$ cat config.mk
export PLATFORM = sky130hd
export DESIGN_NAME = feeder_jam_guard_and_rate_control
export DESIGN_NICKNAME = d
export VERILOG_FILES = /design/src/hdl/fjg_pkg.sv /design/src/hdl/fjg_mul.sv /design/src/hdl/fjg_div.sv /design/src/hdl/feeder_jam_guard_and_rate_control.sv
export SDC_FILE = /design/constraint.sdc
export NUM_CORES = 2
export LEC_CHECK = 0
export ABC_CLOCK_PERIOD_IN_PS = 6700
export BUFFER_PORTS_ARGS = -buffer_cell sky130_fd_sc_hd__clkbuf_2
export CORE_MARGIN = 5
export CORE_UTILIZATION = 29
export CTS_CLUSTER_DIAMETER = 150
export DETAILED_ROUTE_END_ITERATION = 10
export GPL_TIMING_DRIVEN = 0
export PLACE_DENSITY = 0.48
export SYNTH_ARGS = -nofsm -noshare
export SYNTH_HDL_FRONTEND = slang
export SYNTH_SLANG_ARGS = --single-unit
$ cat constraint.sdc
create_clock -name clk -period 6.7 [get_ports clk]
set_input_delay 0.335 -clock clk [delete_from_list [all_inputs] [get_ports clk]]
set_output_delay 0.335 -clock clk [all_outputs]
set_load 0.05 [all_outputs]
$ cat src/hdl/fjg_pkg.sv
// Shared types, codes and sizing constants of the feeder jam guard and rate control.
package fjg_pkg;

	// Default number of slots per feeder revolution
	localparam int ROUND_SLOTS_DEF = 7;

	// Serial multiplier operand width (16 x 16 -> 32)
	localparam int MUL_W = 16;

	// Serial divider: dividend width and longest quotient
	localparam int DIV_W  = 41;
	localparam int QUO_W  = 24;
	// Quotient bits of the heat interpolation and of the rate-to-speed step
	localparam int RATE_QBITS = 16;
	localparam int TGT_QBITS  = 24;
	// Width of 10 * (slowdown - ceasefire)
	localparam int DEN_W = 20;

	// Jam guard phases
	typedef enum logic [1:0] {
		PH_NORMAL  = 2'd0,
		PH_SUSPECT = 2'd1,
		PH_CONFIRM = 2'd2,
		PH_PROCESS = 2'd3
	} phase_t;

	// Fire modes
	typedef enum logic [1:0] {
		MODE_DISABLE = 2'd0,
		MODE_CEASE   = 2'd1,
		MODE_SPOT    = 2'd2,
		MODE_AUTO    = 2'd3
	} fire_mode_t;

	// Feeder drive methods
	typedef enum logic [1:0] {
		M_CURRENT = 2'd0,
		M_SPEED   = 2'd1,
		M_ANGLE   = 2'd2
	} method_t;

	// Sequencer states
	typedef enum logic [2:0] {
		ST_IDLE   = 3'd0,
		ST_MUL    = 3'd1,
		ST_SUM    = 3'd2,
		ST_SAT    = 3'd3,
		ST_RDIV   = 3'd4,
		ST_TSTART = 3'd5,
		ST_TDIV   = 3'd6,
		ST_DONE   = 3'd7
	} seq_state_t;

	// Configuration register indexes
	typedef logic [2:0] cfg_addr_t;
	localparam cfg_addr_t REG_TORQUE_THRESHOLD = 3'd0;
	localparam cfg_addr_t REG_SUSPECT_TICKS    = 3'd1;
	localparam cfg_addr_t REG_SOLVE_TICKS      = 3'd2;
	localparam cfg_addr_t REG_BACK_ANGLE       = 3'd3;
	localparam cfg_addr_t REG_FRICTION_SPEED   = 3'd4;
	localparam cfg_addr_t REG_TARGET_RATE      = 3'd5;
	localparam cfg_addr_t REG_SLOWDOWN_MARGIN  = 3'd6;
	localparam cfg_addr_t REG_CEASEFIRE_MARGIN = 3'd7;

endpackage

$ cat src/hdl/fjg_mul.sv
// Bit-serial shift-add multiplier: one multiplier bit per cycle.
module fjg_mul #(
	parameter int W = fjg_pkg::MUL_W
) (
	input  logic           clk,
	input  logic           arst_n,
	input  logic           start,
	input  logic [W-1:0]   a,
	input  logic [W-1:0]   b,
	output logic           done,
	output logic [2*W-1:0] prod
);

	localparam int CW = $clog2(W + 1);

	logic           busy_q;
	logic           done_q;
	logic [CW-1:0]  cnt_q;
	logic [2*W-1:0] a_q;
	logic [W-1:0]   b_q;
	logic [2*W-1:0] acc_q;

	// control
	always_ff @(posedge clk or negedge arst_n) begin
		if (!arst_n) begin
			busy_q <= 1'b0;
			done_q <= 1'b0;
			cnt_q  <= '0;
		end else begin
			done_q <= 1'b0;
			if (start) begin
				busy_q <= 1'b1;
				cnt_q  <= CW'(W);
			end else if (busy_q) begin
				cnt_q <= cnt_q - CW'(1);
				if (cnt_q == CW'(1)) begin
					busy_q <= 1'b0;
					done_q <= 1'b1;
				end
			end
		end
	end

	// datapath: add shifted multiplicand when the low multiplier bit is set
	always_ff @(posedge clk) begin
		if (start) begin
			a_q   <= (2*W)'(a);
			b_q   <= b;
			acc_q <= '0;
		end else if (busy_q) begin
			if (b_q[0]) begin
				acc_q <= acc_q + a_q;
			end
			a_q <= a_q << 1;
			b_q <= b_q >> 1;
		end
	end

	assign done = done_q;
	assign prod = acc_q;

endmodule

$ cat src/hdl/fjg_div.sv
// Bit-serial restoring divider: one quotient bit per cycle against a pre-aligned divisor.
module fjg_div #(
	parameter int DW = fjg_pkg::DIV_W,
	parameter int QW = fjg_pkg::QUO_W
) (
	input  logic                     clk,
	input  logic                     arst_n,
	input  logic                     start,
	input  logic [DW-1:0]            dividend,
	// divisor shifted left by qbits-1; dividend must stay below divisor << qbits
	input  logic [DW-1:0]            divisor_al,
	input  logic [$clog2(QW+1)-1:0]  qbits,
	output logic                     done,
	output logic [QW-1:0]            quotient
);

	localparam int CW = $clog2(QW + 1);

	logic          busy_q;
	logic          done_q;
	logic [CW-1:0] cnt_q;
	logic [DW-1:0] rem_q;
	logic [DW-1:0] dsh_q;
	logic [QW-1:0] quo_q;
	logic          ge;

	assign ge = (rem_q >= dsh_q);

	// control
	always_ff @(posedge clk or negedge arst_n) begin
		if (!arst_n) begin
			busy_q <= 1'b0;
			done_q <= 1'b0;
			cnt_q  <= '0;
		end else begin
			done_q <= 1'b0;
			if (start) begin
				busy_q <= 1'b1;
				cnt_q  <= qbits;
			end else if (busy_q) begin
				cnt_q <= cnt_q - CW'(1);
				if (cnt_q == CW'(1)) begin
					busy_q <= 1'b0;
					done_q <= 1'b1;
				end
			end
		end
	end

	// datapath: trial subtract, shift quotient bit in, move divisor down
	always_ff @(posedge clk) begin
		if (start) begin
			rem_q <= dividend;
			dsh_q <= divisor_al;
			quo_q <= '0;
		end else if (busy_q) begin
			if (ge) begin
				rem_q <= rem_q - dsh_q;
			end
			quo_q <= {quo_q[QW-2:0], ge};
			dsh_q <= dsh_q >> 1;
		end
	end

	assign done     = done_q;
	assign quotient = quo_q;

endmodule

$ cat src/hdl/feeder_jam_guard_and_rate_control.sv
// Top level: feeder jam guard, fire mode control and heat-limited shot rate.
//
// One input word per control tick gives the motor current and angle, the heat figures and an
// optional fire mode load; one output word per tick gives the feeder drive method and target,
// both friction wheel targets, the guard phase, the shot rate and the fire mode. A tick that
// does not end in auto mode with the guard in normal or suspect skips the serial units. In
// auto mode the rate-to-speed step runs on the serial divider (24 quotient bits); when the heat
// headroom lies between the ceasefire and slowdown margins the interpolation first runs the two
// 16-bit serial multipliers and, unless the rate saturates, a 16-bit division. The serial
// multiplier and divider work one bit per cycle. A result word waits in its output register
// while the next word is taken.
module feeder_jam_guard_and_rate_control #(
	parameter int ROUND_SLOTS = fjg_pkg::ROUND_SLOTS_DEF
) (
	input  logic         clk,
	input  logic         arst_n,
	// configuration write port
	input  logic         cfg_we,
	input  logic [2:0]   cfg_addr,
	input  logic [23:0]  cfg_wdata,
	// input words
	input  logic         s_tvalid,
	output logic         s_tready,
	// motor_current[15:0], motor_angle[47:16], heat_now[63:48], heat_limit[79:64],
	// heat_cooldown[95:80], mode_write[96], mode_value[98:97], zero fill
	input  logic [103:0] s_tdata,
	// result words
	output logic         m_tvalid,
	input  logic         m_tready,
	// drive_method[1:0], drive_target[33:2], left_wheel_speed[57:34],
	// right_wheel_speed[81:58], jam_phase[83:82], shot_rate[99:84], fire_mode[101:100], zero fill
	output logic [103:0] m_tdata
);

	localparam int DIV_W  = fjg_pkg::DIV_W;
	localparam int QUO_W  = fjg_pkg::QUO_W;
	localparam int DEN_W  = fjg_pkg::DEN_W;
	localparam int MUL_W  = fjg_pkg::MUL_W;
	localparam int DIV_CW = $clog2(QUO_W + 1);
	localparam int RS_HALF = ROUND_SLOTS / 2;
	localparam logic [31:0] SPOT_STEP = 32'((65536 + RS_HALF) / ROUND_SLOTS);
	localparam logic [DIV_W-1:0] TGT_DIV_AL =
		DIV_W'(ROUND_SLOTS) << (fjg_pkg::TGT_QBITS - 1);

	// configuration registers
	logic signed [15:0] thr_q;
	logic [15:0]        suspect_q;
	logic [15:0]        solve_q;
	logic [15:0]        back_q;
	logic [23:0]        fric_q;
	logic [15:0]        trate_q;
	logic [15:0]        slow_q;
	logic [15:0]        cease_q;

	// tick state
	fjg_pkg::phase_t     phase_q;
	logic [15:0]         phase_ticks_q;
	fjg_pkg::fire_mode_t mode_q;
	fjg_pkg::method_t    method_q;
	logic [31:0]         target_q;
	logic [23:0]         wheel_q;
	logic [15:0]         rate_q;

	fjg_pkg::seq_state_t state_q, state_nx;

	// input fields
	logic signed [15:0] in_current;
	logic [31:0]        in_angle;
	logic [15:0]        in_heat_now;
	logic [15:0]        in_heat_limit;
	logic [15:0]        in_cooldown;
	logic               in_mode_write;
	logic [1:0]         in_mode_value;

	assign in_current    = s_tdata[15:0];
	assign in_angle      = s_tdata[47:16];
	assign in_heat_now   = s_tdata[63:48];
	assign in_heat_limit = s_tdata[79:64];
	assign in_cooldown   = s_tdata[95:80];
	assign in_mode_write = s_tdata[96];
	assign in_mode_value = s_tdata[98:97];

	logic accept;
	logic out_free;
	logic out_load;
	logic m_tvalid_q;
	logic [103:0] m_tdata_q;

	assign accept   = s_tvalid && s_tready;
	assign out_free = !m_tvalid_q || m_tready;

	// guard and mode decision for the word on the input
	fjg_pkg::phase_t     g_phase;
	logic [15:0]         g_ticks;
	logic [15:0]         ticks_inc;
	fjg_pkg::fire_mode_t g_mode;
	fjg_pkg::fire_mode_t mode_eff;
	fjg_pkg::method_t    g_method;
	logic [31:0]         g_target;
	logic [23:0]         g_wheel;
	logic [15:0]         g_rate;
	logic                auto_go;
	logic                high_cur;

	// heat headroom bands
	logic signed [16:0] heat_d;
	logic               band_hi;
	logic               band_mid;
	logic [15:0]        d_minus_c;
	logic [15:0]        s_minus_d;
	logic [15:0]        s_minus_c;

	assign heat_d    = signed'({1'b0, in_heat_limit}) - signed'({1'b0, in_heat_now});
	assign band_hi   = (heat_d >= signed'({1'b0, slow_q}));
	assign band_mid  = !band_hi && (heat_d >= signed'({1'b0, cease_q}));
	assign d_minus_c = heat_d[15:0] - cease_q;
	assign s_minus_d = slow_q - heat_d[15:0];
	assign s_minus_c = slow_q - cease_q;

	assign high_cur  = (in_current >= thr_q);
	assign ticks_inc = (phase_ticks_q == 16'hFFFF) ? phase_ticks_q : phase_ticks_q + 16'd1;
	assign mode_eff  = in_mode_write ? fjg_pkg::fire_mode_t'(in_mode_value) : mode_q;

	always_comb begin
		g_phase  = phase_q;
		g_ticks  = ticks_inc;
		g_mode   = mode_eff;
		g_method = method_q;
		g_target = target_q;
		g_wheel  = wheel_q;
		g_rate   = rate_q;
		auto_go  = 1'b0;
		// jam guard
		case (phase_q)
			fjg_pkg::PH_NORMAL: begin
				if (high_cur) begin
					g_phase = fjg_pkg::PH_SUSPECT;
					g_ticks = '0;
				end
			end
			fjg_pkg::PH_SUSPECT: begin
				if (ticks_inc >= suspect_q) begin
					g_phase = fjg_pkg::PH_CONFIRM;
					g_ticks = '0;
				end else if (!high_cur) begin
					g_phase = fjg_pkg::PH_NORMAL;
					g_ticks = '0;
				end
			end
			fjg_pkg::PH_CONFIRM: begin
				g_method = fjg_pkg::M_ANGLE;
				g_target = in_angle - 32'(back_q);
				g_phase  = fjg_pkg::PH_PROCESS;
				g_ticks  = '0;
			end
			default: begin
				if (ticks_inc >= solve_q) begin
					g_phase = fjg_pkg::PH_NORMAL;
					g_ticks = '0;
				end
			end
		endcase
		// fire mode acts only while the guard is clear
		if (g_phase inside {fjg_pkg::PH_NORMAL, fjg_pkg::PH_SUSPECT}) begin
			case (mode_eff)
				fjg_pkg::MODE_DISABLE: begin
					g_method = fjg_pkg::M_CURRENT;
					g_target = '0;
					g_wheel  = '0;
				end
				fjg_pkg::MODE_CEASE: begin
					g_rate  = '0;
					if (method_q == fjg_pkg::M_SPEED) begin
						g_target = '0;
					end
					g_wheel = fric_q;
				end
				fjg_pkg::MODE_SPOT: begin
					g_method = fjg_pkg::M_ANGLE;
					g_target = in_angle + SPOT_STEP;
					g_wheel  = fric_q;
					g_mode   = fjg_pkg::MODE_CEASE;
				end
				default: begin
					g_method = fjg_pkg::M_SPEED;
					g_wheel  = fric_q;
					g_rate   = band_hi ? trate_q : 16'd0;
					auto_go  = 1'b1;
				end
			endcase
		end
	end

	// serial units
	logic                 mul_start;
	logic                 mul_done;
	logic                 mul2_done;
	logic [2*MUL_W-1:0]   prod_rate;
	logic [2*MUL_W-1:0]   prod_cool;
	logic                 div_start;
	logic                 div_done;
	logic [DIV_W-1:0]     div_dividend;
	logic [DIV_W-1:0]     div_divisor;
	logic [DIV_CW-1:0]    div_qbits;
	logic [QUO_W-1:0]     div_quo;

	logic [DIV_W-1:0]     numr_q;
	logic [DEN_W-1:0]     den_q;
	logic                 sat;
	logic [DIV_W-1:0]     num_sum;

	fjg_mul #(.W(MUL_W)) u_mul_rate (
		.clk    (clk),
		.arst_n (arst_n),
		.start  (mul_start),
		.a      (trate_q),
		.b      (d_minus_c),
		.done   (mul_done),
		.prod   (prod_rate)
	);

	fjg_mul #(.W(MUL_W)) u_mul_cool (
		.clk    (clk),
		.arst_n (arst_n),
		.start  (mul_start),
		.a      (in_cooldown),
		.b      (s_minus_d),
		.done   (mul2_done),
		.prod   (prod_cool)
	);

	fjg_div #(.DW(DIV_W), .QW(QUO_W)) u_div (
		.clk        (clk),
		.arst_n     (arst_n),
		.start      (div_start),
		.dividend   (div_dividend),
		.divisor_al (div_divisor),
		.qbits      (div_qbits),
		.done       (div_done),
		.quotient   (div_quo)
	);

	// 10*tr*(d-c) + 256*cool*(s-d), plus half the divisor for rounding
	assign num_sum = (DIV_W'(prod_rate) << 3) + (DIV_W'(prod_rate) << 1)
		+ (DIV_W'(prod_cool) << 8) + DIV_W'(den_q >> 1);
	assign sat = (numr_q >= (DIV_W'(den_q) << fjg_pkg::RATE_QBITS));

	// divider operands: heat interpolation in ST_SAT, rate to speed otherwise
	always_comb begin
		if (state_q == fjg_pkg::ST_SAT) begin
			div_dividend = numr_q;
			div_divisor  = DIV_W'(den_q) << (fjg_pkg::RATE_QBITS - 1);
			div_qbits    = DIV_CW'(fjg_pkg::RATE_QBITS);
		end else begin
			div_dividend = DIV_W'({rate_q, 8'd0}) + DIV_W'(RS_HALF);
			div_divisor  = TGT_DIV_AL;
			div_qbits    = DIV_CW'(fjg_pkg::TGT_QBITS);
		end
	end

	// sequencer next state
	always_comb begin
		state_nx = state_q;
		case (state_q)
			fjg_pkg::ST_IDLE: begin
				if (accept) begin
					if (auto_go) begin
						state_nx = band_mid ? fjg_pkg::ST_MUL : fjg_pkg::ST_TSTART;
					end else begin
						state_nx = fjg_pkg::ST_DONE;
					end
				end
			end
			fjg_pkg::ST_MUL:    if (mul_done) state_nx = fjg_pkg::ST_SUM;
			fjg_pkg::ST_SUM:    state_nx = fjg_pkg::ST_SAT;
			fjg_pkg::ST_SAT:    state_nx = sat ? fjg_pkg::ST_TSTART : fjg_pkg::ST_RDIV;
			fjg_pkg::ST_RDIV:   if (div_done) state_nx = fjg_pkg::ST_TSTART;
			fjg_pkg::ST_TSTART: state_nx = fjg_pkg::ST_TDIV;
			fjg_pkg::ST_TDIV:   if (div_done) state_nx = fjg_pkg::ST_DONE;
			fjg_pkg::ST_DONE:   if (out_free) state_nx = fjg_pkg::ST_IDLE;
			default:            state_nx = fjg_pkg::ST_IDLE;
		endcase
	end

	// sequencer outputs
	always_comb begin
		s_tready  = (state_q == fjg_pkg::ST_IDLE);
		mul_start = (state_q == fjg_pkg::ST_IDLE) && accept && auto_go && band_mid;
		div_start = ((state_q == fjg_pkg::ST_SAT) && !sat)
			|| (state_q == fjg_pkg::ST_TSTART);
		out_load  = (state_q == fjg_pkg::ST_DONE) && out_free;
	end

	always_ff @(posedge clk or negedge arst_n) begin
		if (!arst_n) begin
			state_q <= fjg_pkg::ST_IDLE;
		end else begin
			state_q <= state_nx;
		end
	end

	// configuration writes
	always_ff @(posedge clk or negedge arst_n) begin
		if (!arst_n) begin
			thr_q     <= 16'sd10000;
			suspect_q <= 16'd500;
			solve_q   <= 16'd100;
			back_q    <= 16'd9362;
			fric_q    <= '0;
			trate_q   <= '0;
			slow_q    <= 16'd100;
			cease_q   <= 16'd20;
		end else if (cfg_we) begin
			case (cfg_addr)
				fjg_pkg::REG_TORQUE_THRESHOLD: thr_q     <= cfg_wdata[15:0];
				fjg_pkg::REG_SUSPECT_TICKS:    suspect_q <= cfg_wdata[15:0];
				fjg_pkg::REG_SOLVE_TICKS:      solve_q   <= cfg_wdata[15:0];
				fjg_pkg::REG_BACK_ANGLE:       back_q    <= cfg_wdata[15:0];
				fjg_pkg::REG_FRICTION_SPEED:   fric_q    <= cfg_wdata;
				fjg_pkg::REG_TARGET_RATE:      trate_q   <= cfg_wdata[15:0];
				fjg_pkg::REG_SLOWDOWN_MARGIN:  slow_q    <= cfg_wdata[15:0];
				fjg_pkg::REG_CEASEFIRE_MARGIN: cease_q   <= cfg_wdata[15:0];
				default: ;
			endcase
		end
	end

	// tick state update
	always_ff @(posedge clk or negedge arst_n) begin
		if (!arst_n) begin
			phase_q       <= fjg_pkg::PH_NORMAL;
			phase_ticks_q <= '0;
			mode_q        <= fjg_pkg::MODE_DISABLE;
			method_q      <= fjg_pkg::M_SPEED;
			target_q      <= '0;
			wheel_q       <= '0;
			rate_q        <= '0;
		end else begin
			if (accept) begin
				phase_q       <= g_phase;
				phase_ticks_q <= g_ticks;
				mode_q        <= g_mode;
				method_q      <= g_method;
				target_q      <= g_target;
				wheel_q       <= g_wheel;
				rate_q        <= g_rate;
			end
			if (state_q == fjg_pkg::ST_SAT && sat) begin
				rate_q <= 16'hFFFF;
			end
			if (state_q == fjg_pkg::ST_RDIV && div_done) begin
				rate_q <= div_quo[15:0];
			end
			if (state_q == fjg_pkg::ST_TDIV && div_done) begin
				target_q <= 32'(div_quo);
			end
		end
	end

	// interpolation operands
	always_ff @(posedge clk) begin
		if (accept) begin
			den_q <= (DEN_W'(s_minus_c) << 3) + (DEN_W'(s_minus_c) << 1);
		end
		if (state_q == fjg_pkg::ST_SUM) begin
			numr_q <= num_sum;
		end
	end

	// right wheel is the left negated, saturating at the most negative value
	logic [23:0] right_wheel;
	assign right_wheel = (wheel_q == 24'h800000) ? 24'h7FFFFF : (24'd0 - wheel_q);

	// output register
	always_ff @(posedge clk or negedge arst_n) begin
		if (!arst_n) begin
			m_tvalid_q <= 1'b0;
		end else if (out_load) begin
			m_tvalid_q <= 1'b1;
		end else if (m_tready) begin
			m_tvalid_q <= 1'b0;
		end
	end

	always_ff @(posedge clk) begin
		if (out_load) begin
			m_tdata_q <= {2'b00, mode_q, rate_q, phase_q, right_wheel, wheel_q,
				target_q, method_q};
		end
	end

	assign m_tvalid = m_tvalid_q;
	assign m_tdata  = m_tdata_q;

	// a change of guard phase restarts its tick count
	a_phase_ticks_clear: assert property (@(posedge clk) disable iff (!arst_n)
		(phase_q != $past(phase_q)) |-> (phase_ticks_q == 16'd0))
		else $error("phase changed without clearing its tick count");

	// a confirmed jam always leads to processing with the angle method
	a_confirm_backoff: assert property (@(posedge clk) disable iff (!arst_n)
		(accept && phase_q == fjg_pkg::PH_CONFIRM) |=>
		(phase_q == fjg_pkg::PH_PROCESS && method_q == fjg_pkg::M_ANGLE))
		else $error("confirmed jam did not back off");

	// both multiplier lanes finish together, and only while the sequencer waits on them
	a_mul_lanes: assert property (@(posedge clk) disable iff (!arst_n)
		(mul_done == mul2_done) && (!mul_done || state_q == fjg_pkg::ST_MUL))
		else $error("multiplier lanes out of step");

	// divider finishes only in a division state
	a_div_state: assert property (@(posedge clk) disable iff (!arst_n)
		div_done |-> (state_q == fjg_pkg::ST_RDIV || state_q == fjg_pkg::ST_TDIV))
		else $error("divider finished outside a division state");

	// a loaded result is offered on the next cycle
	a_out_load: assert property (@(posedge clk) disable iff (!arst_n)
		out_load |=> m_tvalid)
		else $error("loaded result not offered");

endmodule

---- Yosys cells after proc, flatten, opt, wreduce, memory -nomap -nowiden ----
Index checks and enable logic that the tools add are counted.
storage, ports and cells
  flip-flop bits (word level) ............. 683
  output and inout bits ................... 106
operators by class
  add/subtract/negate cells ............... 19
  magnitude comparators ................... 7
  equality and inequality tests ........... 31
  muxes and demuxes ....................... 80
  reductions and logical operators ........ 45
operators with widths
  operator                  number
  $mux W16                  18
  $mux W41                  6
  $mux W32                  5
  $pmux W32 S3              1
  $add A32 B32 Y32          2
  $ge A16 B16 Y1            3
  $pmux W16 S3              1
  $sub A16 B16 Y16          3
  $add A36 B40 Y41          1
  $add A41 B19 Y41          1
  $ge A41 B36 Y1            1
  $ge A41 B41 Y1            1
  $sub A41 B41 Y41          1
  $add A35 B33 Y36          1
  $mux W35                  1
  $ge A17 B17 Y1            2
  $add A32 B14 Y32 const B  1
  $pmux W16 S2              1
  $sub A32 B16 Y32          1
  $mux W5                   6
  $add A24 B2 Y25 const B   1
  $eq A24 B24 Y1 const B    1
  $eq A3 B3 Y1 const B      8
  $mux W24                  1
  other kinds (32)          114

---- Logic depth before layout (Yosys ltp) ----
  word-level depth ........................ 11
  depth in mapped cells ................... 27
  depth with buffers taken out ............ 24

---- By module ----
From an unflattened synthesis, not the netlist that was laid out.
second synthesis, totals
  cell total of the unflattened synthesis .. 4373
  area, all modules ....................... 43232.7 um2
modules (own cells, without submodules)
  module                             instances  cells an instance  area each (um2)  sequential area each (um2)
  feeder_jam_guard_and_rate_control  1          2554               25933.6          10751.6
  fjg_div                            1          778                7226.9           3118.0
  fjg_mul at u_mul_rate              1          529                5059.9           2097.0
  fjg_mul at u_mul_cool              1          512                5012.3           2097.0

---- Least setup slack after synthesis ----
No wires, ideal clock.
  kind .................................... flip-flop to flip-flop
  from .................................... reg state_q[1]
  to ...................................... reg m_tdata_q[0] (netlist: m_tdata[0]) (enable)
  arrival time ............................ 5.758 ns
  data required time ...................... 6.102 ns
  slack ................................... 0.343 ns
  stages on the path, launching flop included .. 4
  buffers on the path ..................... 1
  clock period less this slack ............ 6.357 ns
  cells stage by stage .................... dfrtp_1 -> clkbuf_1 -> nand3_1 -> a21oi_1
on the way
  word-level cells in the longest chain between the ends .. 2
RTL lines
  element                 RTL line                                  RTL
  start, declared         feeder_jam_guard_and_rate_control.sv:64   fjg_pkg::seq_state_t state_q, state_nx;
  start signal, assigned  feeder_jam_guard_and_rate_control.sv:296  state_q <= fjg_pkg::ST_IDLE;
  start signal, assigned  feeder_jam_guard_and_rate_control.sv:298  state_q <= state_nx;
  $eq A3 B3 Y1            feeder_jam_guard_and_rate_control.sv:291  out_load = (state_q == fjg_pkg::ST_DONE) && out_free;
  $logic_and A1 B1 Y1     feeder_jam_guard_and_rate_control.sv:291
  net out_load            feeder_jam_guard_and_rate_control.sv:85   logic out_load;
  end signal, assigned    feeder_jam_guard_and_rate_control.sv:387  m_tdata_q <= {2'b00, mode_q, rate_q, phase_q, right_wheel, wheel_q,
  end, declared           feeder_jam_guard_and_rate_control.sv:87   logic [103:0] m_tdata_q;
The timed path passes the listed nets, and every way through them passes these cells.
A chain may end at the register's enable or synchronous reset.

---- Worst setup path in the final report ----
  from .................................... reg phase_ticks_q[6]
  to ...................................... reg u_mul_rate.a_q[6] (enable)
on the way
  word-level cells in the longest chain between the ends .. 11
  elaborated cells between the ends (all ways) .. 15
  those cells by class .................... add/sub: 1; order compare: 2; eq/ne: 2; mux: 5; reduce/logical: 5
RTL lines
  element                                            RTL line                                                                            RTL
  start, declared                                    feeder_jam_guard_and_rate_control.sv:57                                             logic [15:0] phase_ticks_q;
  start signal, assigned                             feeder_jam_guard_and_rate_control.sv:341                                            phase_ticks_q <= g_ticks;
  $add A16 B1 Y16 or $eq A16 B16 Y1 (tied branches)  feeder_jam_guard_and_rate_control.sv:121                                            assign ticks_inc = (phase_ticks_q == 16'hFFFF) ? phase_ticks_q : phase_ticks_q + 16'd1;
  $mux W16 (*)                                       feeder_jam_guard_and_rate_control.sv:121
  $ge A16 B16 Y1 (on tied branches)                  feeder_jam_guard_and_rate_control.sv:157, feeder_jam_guard_and_rate_control.sv:142
  $mux W2 (on tied branches)                         feeder_jam_guard_and_rate_control.sv:157, feeder_jam_guard_and_rate_control.sv:142
  $pmux W2 S3 (*)                                    feeder_jam_guard_and_rate_control.sv:134                                            case (phase_q)
  $eq A2 B1 Y1 or $logic_not A2 Y1 (tied branches)   feeder_jam_guard_and_rate_control.sv:164                                            if (g_phase inside {fjg_pkg::PH_NORMAL, fjg_pkg::PH_SUSPECT}) begin
  $reduce_bool A2 Y1 (*)                             feeder_jam_guard_and_rate_control.sv:164
  $mux W1 (*)                                        feeder_jam_guard_and_rate_control.sv:164
  $logic_and A1 B1 Y1 (*) (2 in series)              feeder_jam_guard_and_rate_control.sv:288                                            mul_start = (state_q == fjg_pkg::ST_IDLE) && accept && auto_go && band_mid;
  $reduce_bool A2 Y1 (no line) (*)                   --
  end signal, assigned                               fjg_mul.sv:47                                                                       a_q <= (2*W)'(a);
  end signal, assigned                               fjg_mul.sv:54                                                                       a_q <= a_q << 1;
  end, declared                                      fjg_mul.sv:19                                                                       logic [2*W-1:0] a_q;
Mark *: on every way between the ends. The rest lies on a longest branch, timed or not.

==> summary.txt <==
Worst hold path
  • Hold Path Stages: 3
  • Hold Crit Endpoint: target_q[0]$_DFFE_PN0P_
  • Hold_sp: s_tdata[16]
  • HP Class: input port to flip-flop

Clocking
  • Skew-Pair Late Insertion Delay: 690 ps
  • CTS sink cnt: around 680
  • TritonCTS Buffers: 83
  • Post CTS Setup Buffer Count: 0
  • Root Driver: clkbuf_16
  • Clock tree buffer depth: 3
  • Clock-pin slew on the worst setup and hold paths: around 60 ps
  • H-tree levels: 3
  • CTS tree: built

Detailed routing
  • WL final: 127000 microns
  • Routed Antenna Nets: 0
  • DR pass1 iterations: 5
  • Routed vias/inst: around 4.9
  • WL per Instance: 19.7 microns
  • Vias: approximately 32000
  • Drt initial violations: around 2200
  • DRC errors left: 0

Layout
  • Layout cells sized above 1: 0.133
  • Final design utilization: 0.342
  • Nets: 5006
  • FF+latch area: around 18000 sq um
  • Commonest non-fill, non-tap cell in the layout: nand2_1
  • Fill cells: 14500
  • Multi-input gate area: 21900 sq um
  • Commonest cells after routing, fill and taps aside: 389 x nand2_1, 342 x ha_1, 326 x nor2_1
  • Layout area overhead: 17.0%
  • Post-route cell area: 48400 sq um

Global routing
  • GRT Total Usage: 0.164
  • Number of global-route vias before repair: between 30000 and 40000
  • Remaining Overflow, GRT: 0
  • Initial antenna violation count: 14
  • First-pass GRT wire length: 194000 microns
  • Largest net degree at the start of global routing: 101

Setup path
  • End of the worst register-to-register path: u_mul_rate.a_q[6]$_DFFE_PP_
  • Kind of critical path: flip-flop to flip-flop
  • Reg-to-reg startpoint: phase_ticks_q[6]$_DFFE_PN0P_
  • Critical Path Start: phase_ticks_q[6]$_DFFE_PN0P_
  • Crit-path max FO: 32
  • Startpoint types: flip-flop
  • Setup crit end kind: flip-flop
  • Crit path required time: around 7000 ps
  • R2R setup slack: 490 ps
  • Worst R2R Path Depth: 21
  • Crit path DAT: roughly 6500 ps

Yosys
  • Ys flop type: edfxtp_1
  • FFs w/ async S/R, synth: 0.376
  • Mux share of post-synthesis cell area: 0.0586
  • Post-Synth XOR/XNOR Area: 0.0559
  • Number of synthesized flops with an enable pin: slightly above 300
  • Post-Synth Adder-Cell Area: 0.128
  • Mapped Area: 41400 sq um
  • Register area share after synthesis: 0.432
  • Largest family of logic cells by synthesized area: compound AO/OA/AOI/OAI gates
  • Post-synthesis compound-gate area fraction: 0.156
  • Yosys warning count: 0
  • Simple-gate share of the synthesized area: 0.131
  • Post-Syn Instances: 4127
  • Synth Area per Inst: approximately 10 sq um
  • Yosys cell types: 91
  • Synth Register Bits: 676

Die
  • Die Y: between 300 and 400 microns
  • Core region area: 142000 sq um
  • Die area: between 150000 and 200000 sq um
  • IO Pins: 242
  • Cell Rows: roughly 140
  • Die X-Extent: about 390 microns
  • Initial Util: 0.292

Timing
  • Final hold vios: 0
  • Final Max Slew Viols: 0
  • RSZ-0062 raised after global routing: no
  • Max Freq: 161 MHz
  • Final setup vio count: 0
  • Clock skew: 38.3 ps
  • Tcrit/Tclk final: 0.927
  • Slew headroom: 0.117
  • Final min period: a little over 6000 ps
  • Setup tns final: 0 ps
  • Slew @ Worst Pin: between 1000 and 1500 ps

Power and ir drop
  • Worst VDD drop: 0.000335 V
  • Power Density: around 610 nW/um^2
  • Lkg Pwr: between 0.02 and 0.025 uW

Place
  • Routability cong.: between 0.8 and 0.9
  • Placed Area: about 45000 sq um
  • IO buf count: approximately 230
  • Post-DP HPWL: between 90000 and 100000 microns

Flow run
  • Max Cap Viol: 0

Outcome
  • Outcome: complete, no violations
==> metrics by stage <==
step                power, uW  worst slack (ps)  hold WS (ps)  std cells
global placement        24500             -3200           432       6244
detailed placement      24600               203           389       6254
floorplan               20200               343          39.4       4128
finish                  29400               491          50.5       6444
CTS                     29600               158          14.2       6438
global route            31900               103          64.0       6442
==> cells in the mapped netlist (11+ instances only) <==
cell / count / share of area
a211o_1: 13 / 0.0028
a211oi_1: 37 / 0.0067
a21boi_0: 15 / 0.0027
a21o_1: 98 / 0.018
a21oi_1: 247 / 0.030
a221o_1: 15 / 0.0036
a221oi_1: 16 / 0.0034
a22oi_1: 30 / 0.0054
a31oi_1: 44 / 0.0067
and2_1: 19 / 0.0029
and3_1: 31 / 0.0047
buf_2: 17 / 0.0021
clkbuf_1: 111 / 0.010
dfrtp_1: 229 / 0.14
dfstp_2: 25 / 0.016
dfxtp_1: 120 / 0.058
edfxtp_1: 302 / 0.22
fa_1: 51 / 0.025
ha_1: 342 / 0.10
inv_1: 267 / 0.024
mux2_2: 144 / 0.039
mux2i_1: 71 / 0.017
nand2_1: 391 / 0.035
nand2b_1: 44 / 0.0067
nand3_1: 71 / 0.0086
nand4_1: 31 / 0.0047
nor2_1: 326 / 0.030
nor2b_1: 39 / 0.0059
nor3_1: 75 / 0.0091
nor3b_1: 16 / 0.0029
nor4_1: 21 / 0.0032
o211ai_1: 19 / 0.0034
o21a_1: 37 / 0.0067
o21ai_0: 255 / 0.031
o21bai_1: 33 / 0.0060
o2bb2ai_1: 17 / 0.0036
o31ai_1: 34 / 0.0062
o41ai_1: 12 / 0.0025
or2_2: 11 / 0.0017
or3_1: 32 / 0.0048
xnor2_1: 153 / 0.032
xor2_1: 111 / 0.024
==> what timing repair did <==
item                                    4_1_cts  5_1_grt
hold endpoints to repair                     94        0
hold buffers                                 28        0
resized for setup                             0        2
endpoints found under the setup margin        0       64
==> worst max-delay path, stage by stage, from the launching register on <==
cell and delay [ps]:
dfrtp_1 320, clkbuf_1 280, and4_1 290, nand2_1 100
nor2_1 170, nand3_1 160, or2_2 340, nand2_1 90
nor3_1 50, xor2_1 430, ha_1 340, and3_1 180
a221o_1 350, a21oi_1 150, o311ai_1 230, nand3b_2 250
nand4_4 260, nor3_4 480, nand2b_1 320, buf_2 340
buf_6 230, nand2b_4 380
==> power by group <==
part	internal (uW)	leakage, uW	switching, uW
sequential	6850	0.00704	1530
combinational	6650	0.0122	9530
clock	2850	0.00145	1950
total	16400	0.0207	13000
==> layout make-up <==
class,count,area share
Tap cell,1890,0.0489
Inverter,268,0.0208
Sequential cell,676,0.369
Clock buffer,115,0.0504
Multi-Input combinational cell,3039,0.454
Clock inverter,41,0.0108
Timing Repair Buffer,264,0.0337
Antenna cell,6,0.000310
Buffer,145,0.0124
==> how the worst max path moves through the flow <==
stage | endpoint | depth (start not counted) | slack, ps
6_report | u_mul_rate.a_q[6]$_DFFE_PP_ | 21 | 490
4_1_cts | u_mul_cool.b_q[4]$_DFFE_PP_ | 21 | 160
5_1_grt | u_mul_cool.b_q[4]$_DFFE_PP_ | 20 | 100
2_1_floorplan | m_tdata[0]$_DFFE_PP_ | 3 | 340
3_3_place_gp | m_tdata[101]$_DFFE_PP_ | 3 | -3200
3_5_place_dp | u_mul_cool.b_q[15]$_SDFFCE_PN0P_ | 20 | 200
==> kinds of logic after synthesis <==
family | Yosys count
flops | 676
xor+xnor | 264
compound gates | 1001
fa+ha+maj | 393
other cells | 1
simple gates | 1156
buf+inv | 413
mux | 223
==> sequential cells by signal, indices dropped and copies added, names as in the netlist, 19 cells and up <==
name             cells
u_mul_cool.prod     32
m_tdata            102
target_q            32
numr_q              41
wheel_q             24
u_div.dsh_q         35
u_div.quotient      24
u_div.rem_q         41
u_mul_cool.a_q      32
u_mul_rate.a_q      32
den_q               19
u_mul_rate.prod     32
fric_q              24
==> per-layer routing <==
metal	routed length, microns	vias up	global-route usage
met3	5210	138	0.0200
met2	57900	634	0.263
met4	2740	2	0.0439
met1	61000	15400	0.234
li1	-	15600	-
met5	13	-	0
No activity file was read; power rests on OpenSTA's default activity.
